<file path="config.mk">
export PLATFORM = sky130hd
export DESIGN_NAME = sprnr_sqrt
export DESIGN_NICKNAME = d
export VERILOG_FILES = /design/src/sphere_pixel_nest_ring_convert_core_assert.svh /design/src/sprnr_sqrt.sv
export SDC_FILE = /design/constraint.sdc
export NUM_CORES = 2
export LEC_CHECK = 0
export BUFFER_PORTS_ARGS = -buffer_cell sky130_fd_sc_hd__buf_2
export CAP_MARGIN = 10
export CORE_MARGIN = 2
export CORE_UTILIZATION = 30
export DETAILED_ROUTE_END_ITERATION = 8
export HOLD_SLACK_MARGIN = 0.1
export MAX_ROUTING_LAYER = met4
export SLEW_MARGIN = 10
export SYNTH_ARGS = -nofsm -noshare
export SYNTH_HDL_FRONTEND = slang
export SYNTH_SLANG_ARGS = --single-unit
export TNS_END_PERCENT = 100
</file>
<file path="constraint.sdc">
create_clock -name clock -period 6.2 [get_ports clock]
set_input_delay 0.62 -clock clock [delete_from_list [all_inputs] [get_ports clock]]
set_output_delay 0.62 -clock clock [all_outputs]
set_load 0.02 [all_outputs]
</file>
<file path="src/sphere_pixel_nest_ring_convert_core_assert.svh">
// Assertion macros shared by the sphere pixel conversion RTL.
// Depends on nothing; the including module must have clock and reset signals.
`ifndef SPHERE_PIXEL_NEST_RING_CONVERT_CORE_ASSERT_SVH
`define SPHERE_PIXEL_NEST_RING_CONVERT_CORE_ASSERT_SVH

// Same-cycle implication, disabled while reset is high.
`define SPRNR_ASSERT_NOW(label, ante, cons, msg) \
   label: assert property (@(posedge clock) disable iff (reset) (ante) |-> (cons)) \
      else $error(msg);

// Implication with a fixed delay in cycles, disabled while reset is high.
`define SPRNR_ASSERT_DELAY(label, ante, dly, cons, msg) \
   label: assert property (@(posedge clock) disable iff (reset) \
      (ante) |-> ##(dly) (cons)) else $error(msg);

`endif

</file>
<file path="src/sprnr_sqrt.sv">
// Pipelined integer square root, one root bit per register stage, with a
// payload that travels alongside. Depends on nothing.
module sprnr_sqrt #(
   parameter int ARG_W = 60,
   parameter int PAY_W = 1
) (
   input  logic                 clock,
   input  logic                 reset,
   input  logic                 in_valid,
   input  logic [ARG_W-1:0]     in_arg,
   input  logic [PAY_W-1:0]     in_pay,
   output logic                 out_valid,
   output logic [ARG_W/2-1:0]   out_root,
   output logic [PAY_W-1:0]     out_pay
);

   localparam int ROOT_W = ARG_W / 2;
   localparam int REM_W  = ROOT_W + 2;

   logic              valid_ff [ROOT_W];
   logic [ARG_W-1:0]  arg_ff   [ROOT_W];
   logic [REM_W-1:0]  rem_ff   [ROOT_W];
   logic [ROOT_W-1:0] root_ff  [ROOT_W];
   logic [PAY_W-1:0]  pay_ff   [ROOT_W];

   logic              valid_in [ROOT_W];
   logic [ARG_W-1:0]  arg_in   [ROOT_W];
   logic [REM_W-1:0]  rem_in   [ROOT_W];
   logic [ROOT_W-1:0] root_in  [ROOT_W];
   logic [PAY_W-1:0]  pay_in   [ROOT_W];

   // Stage s settles root bit ROOT_W-1-s from the next pair of argument bits.
   always_comb begin
      logic [ARG_W-1:0]  pa;
      logic [REM_W-1:0]  pr;
      logic [ROOT_W-1:0] pq;
      logic [REM_W-1:0]  rem_sh;
      logic [REM_W-1:0]  trial;
      logic              ge;
      for (int s = 0; s < ROOT_W; s++) begin
         if (s == 0) begin
            valid_in[s] = in_valid;
            pa          = in_arg;
            pr          = '0;
            pq          = '0;
            pay_in[s]   = in_pay;
         end else begin
            valid_in[s] = valid_ff[s-1];
            pa          = arg_ff[s-1];
            pr          = rem_ff[s-1];
            pq          = root_ff[s-1];
            pay_in[s]   = pay_ff[s-1];
         end
         rem_sh     = {pr[ROOT_W-1:0], 2'(pa >> (2 * (ROOT_W - 1 - s)))};
         trial      = {pq, 2'b01};
         ge         = (rem_sh >= trial);
         rem_in[s]  = ge ? (rem_sh - trial) : rem_sh;
         root_in[s] = {pq[ROOT_W-2:0], ge};
         arg_in[s]  = pa;
      end
   end

   always_ff @(posedge clock) begin
      for (int s = 0; s < ROOT_W; s++) begin
         if (reset) begin
            valid_ff[s] <= 1'b0;
         end else begin
            valid_ff[s] <= valid_in[s];
         end
         arg_ff[s]  <= arg_in[s];
         rem_ff[s]  <= rem_in[s];
         root_ff[s] <= root_in[s];
         pay_ff[s]  <= pay_in[s];
      end
   end

   assign out_valid = valid_ff[ROOT_W-1];
   assign out_root  = root_ff[ROOT_W-1];
   assign out_pay   = pay_ff[ROOT_W-1];

endmodule

</file>
# Word-level counts from Yosys, hierarchy flattened
# Memories as Yosys holds them, arrays and structs flattened.
# Cells that the tools add are included.
# op_classes
addsub	30
bitwise_logic	30
mux	63
magnitude_cmp	30
# op_table
operator	n
$mux 32	30
$ge 32x32->1	29
$sub 32x32->32	29
$mux 1	33
$or 1x1->1	30
$sub 2x1->3 const B	1
$ge 2x1->1 const B	1
# word_totals
memories	5
output_inout_bits	32
register_bits	0
wordCells	158
ramBits	3720
# mem_list
memory	depth	width	read_ports	rd_ports_with_merged_regs	write_ports	line	text
arg_ff	30	60	29	0	30	sprnr_sqrt.sv:21	logic [ARG_W-1:0] arg_ff [ROOT_W];
rem_ff	30	32	29	0	30	sprnr_sqrt.sv:22	logic [REM_W-1:0] rem_ff [ROOT_W];
root_ff	30	30	30	0	30	sprnr_sqrt.sv:23	logic [ROOT_W-1:0] root_ff [ROOT_W];
pay_ff	30	1	30	0	30	sprnr_sqrt.sv:24	logic [PAY_W-1:0] pay_ff [ROOT_W];
valid_ff	30	1	30	0	30	sprnr_sqrt.sv:20	logic valid_ff [ROOT_W];

# Longest topological paths before layout
# depth
depth_word	3
ltp_mapped	14
mapped_depth_nobuf	13

# Worst setup path before layout
# OpenSTA, ideal clock, no wires.
# synth_path
path_type	reg-to-reg
startpoint	memory root_ff[1][270] (netlist name)
endpoint	memory rem_ff[1][327] (netlist name)
t_arrival_ns	3.049
t_required_ns	6.099
stages_incl_launch_ff	14
setup_slack_ns	3.050
path_buffers	2
period_less_slack_ns	3.150
path_cell_list	dfxtp_1 -> inv_1 -> ha_1 -> nor2b_1 -> o2111ai_1 -> nand3_1 -> o41ai_1 -> o2111a_1 -> o41ai_1 -> a41oi_1 -> clkbuf_1 -> clkbuf_1 -> nand2_1 -> o41ai_1
# synth_rtl
item	line
from (decl)	sprnr_sqrt.sv:23
to (decl)	sprnr_sqrt.sv:22

==> results_dict.tcl <==
set metrics [dict create \
    yosysWarningCount 0 \
    routedWlPerCell_um 14.61 \
    grt_pass1_wl_mm 279.9 \
    clk_pin_slew_ps 60 \
    firstDrtPassIters 6 \
    power_frac_seq 0.463 \
    grt_overflow 0 \
    hold_path_end "valid_ff[1][5]" \
    rsz0062_at_grt "false" \
    postCtsHoldBufs 63 \
    synth_edf_count 0 \
    synth_nets 8562 \
    period_share 0.6576 \
    die_area_sq_um 274000 \
    areaGrowthSynthToFinish_pct 16.35 \
    layout.nets 8777 \
    grt_pass1_vias 53670 \
    p_int_uw 28520 \
    synthTopCellsByArea "dfxtp_1 55%, ha_1 7.7%, xor2_1 3.7%, xnor2_1 3.6%, o21ai_0 2.9%" \
    clock_latency_ps 880 \
    drc 0 \
    cts_resized 0 \
    p_leak_uw 0.04347 \
    setup_viol 0 \
    r2r_slack_ps 2120 \
    ys_ff_latch 2223 \
    min_from "reset" \
    required_ps 6970 \
    antenna_cells 0 \
    slew_viol_final 0 \
    hold_viol 0 \
    core_area_sq_um 268200 \
    synth.distinct_cells 95 \
    tightest_slew_ps 1179 \
    gp_congestion 0.9022 \
    htree_levels 4 \
    power_density_nw_per_um2 422.4 \
    via_per_inst 4.561 \
    synthFlopType "dfxtp_1" \
    hold_depth 2 \
    timing.hold.ws_ps 186.2 \
    maxCapViolations 0 \
    dr_total_vias 54580 \
    critPathArrivalTime_ps 4850 \
    synth.avg_cell_area_sq_um 10.12 \
    port_buffers 95 \
    grtUsageTotal 0.1278 \
    regToRegEndpoint "rem_ff[0][83]" \
    critPathKind "reg -> reg" \
    r2r_start "root_ff[0][30]" \
    r2r_cells 11 \
    clock_path_buffers 4 \
    synthArstFlopShare 0 \
    synthCells 8001 \
    dp_hpwl_mm 131.3 \
    antenna_found_initial 0 \
    ir_drop_uv 301.9 \
    tns_ps 0 \
    fin_skew_ps 81.26 \
    drt_iter0_markers 3227 \
    floorplan.initialDensity 0.3018 \
    die_h_um 523.4 \
    max_freq_ghz 0.2453 \
    fp.dieW_um 523.4 \
    drive_gt1_frac 0.07797 \
    pin_count 96 \
    tritoncts "yes" \
    combPwrFrac 0.167 \
    critPathLaunchType "flop" \
    power_frac_clock 0.370 \
    fin_crit_ps 4077 \
    ant_nets 0 \
    grt_max_degree 52 \
    crit_fanout 13 \
    status "finished, final reports clean" \
    cts.sinks 2223 \
    cts_root_buf "clkbuf_16" \
    yosys.area.top_type "dfxtp_1" \
    slew_headroom 0.2125 \
    post-cts-setup-buffers 0 \
    min_path_type "in -> reg" \
    yosysTopAreaCellShare 0.5498 \
    ys_seq_area_frac 0.5498 \
    sw_frac_of_total 0.2831 \
    power_switching_uw 11260 \
    numCtsBuffers 234 \
    synth_area_sq_um 80940 \
    crit_path_end_kind "flop" \
    routed_wirelength_mm 174.9 \
    placementRows 190 \
]
-- power groups by stage --
stage	clock, uW	combinational, uW	sequential, uW
after floorplan	0	5230	18000
after global placement	0	6440	18700
after detailed placement	0	6560	18700
after CTS	15300	6630	18400
after global routing	15900	7460	18700
final	14700	6630	18400
-- stage by stage --
step	setup slack (ps)	instance area, sq um	total power [uW]	instances	util
6_report	2123	94170	39780	11970	0.3512
5_1_grt	1841	94170	42000	11970	0.3512
4_1_cts	2200	94170	40360	11970	0.3512
3_5_place_dp	2233	85200	25310	11470	0.3177
3_3_place_gp	2324	85200	25180	11470	0.3177
2_1_floorplan	3050	80940	23220	8001	-
-- cell usage after synthesis (all sizes together) (67+ instances only) --
| master | instances |
|---|---|
| xnor2 | 333 |
| o31ai | 67 |
| ha | 497 |
| inv | 633 |
| nor2b | 91 |
| a21o | 203 |
| o21ai | 482 |
| nand3 | 132 |
| xor2 | 342 |
| nand2b | 88 |
| nor4 | 97 |
| nand4 | 71 |
| dfxtp | 2223 |
| or3 | 89 |
| a21oi | 461 |
| nor3 | 197 |
| nor2 | 453 |
| clkbuf | 143 |
| nand2 | 600 |
| o21a | 98 |
-- worst max path at each step --
stage,start,to,slack (ps),cells past startpoint
finish,root_ff[0][30],rem_ff[0][83],2120,11
global route,root_ff[0][30],rem_ff[0][83],1840,11
CTS,root_ff[0][30],rem_ff[0][83],2200,11
detailed placement,root_ff[0][30],rem_ff[0][83],2230,11
global placement,root_ff[1][245],rem_ff[1][311],2320,11
floorplan,root_ff[1][270],rem_ff[1][327],3050,13
-- registers in the layout, indices dropped and copies added, names as in the netlist --
name	flops
arg_ff	870
root_ff	465
valid_ff	30
rem_ff	828
pay_ff	30
-- placed cells by master (no fill, tap or decap), drive strengths merged, types with 114 or more instances in the layout --
cell / count
a21o: 203
a21oi: 461
xnor2: 333
o21ai: 482
nor3: 197
dfxtp: 2223
buf: 114
nand2: 600
ha: 497
clkbuf: 310
xor2: 342
nand3: 132
inv: 645
nor2: 453
-- metal layers --
metal | track usage | routed length, um | up-vias
met5 | - | 0 | -
met4 | 0.05147 | 6656 | 0
met3 | 0.01796 | 6801 | 376
met2 | 0.2141 | 83030 | 1030
met1 | 0.1542 | 78370 | 25420
li1 | - | - | 27750
-- cell type report --
cell class	instances	area, sq um
Inverter	633	2376
Multi-Input combinational cell	4947	33260
Fill cell	26720	174000
Sequential cell	2223	44500
Clock inverter	123	1674
Clock buffer	310	6665
Tap cell	3552	4444
Timing Repair Buffer	177	1249
-- worst max-delay path: stages (launching register included) --
cell and delay (ps):
dfxtp_1 320, inv_1 50, ha_1 350, nor2b_1 150, o21ai_0 310, or4b_2 670, a2111oi_2 1060, nor3_1 240
nand3_1 260, or3_1 240, nor2_1 90, or2_1 220
-- cells by family (layout without fill, tap and decap cells) --
kind of cell,count (synthesis),after routing,synth area share
simple gates,2057,2057,0.1251
flops,2223,2223,0.5498
fa+ha+maj,497,497,0.07683
other cells,1,1,0.00004633
buf+inv,831,1243,0.04047
mux,53,53,0.007142
compound gates,1664,1664,0.1275
xor+xnor,675,675,0.07304
No activity file was read; power rests on OpenSTA's default activity.
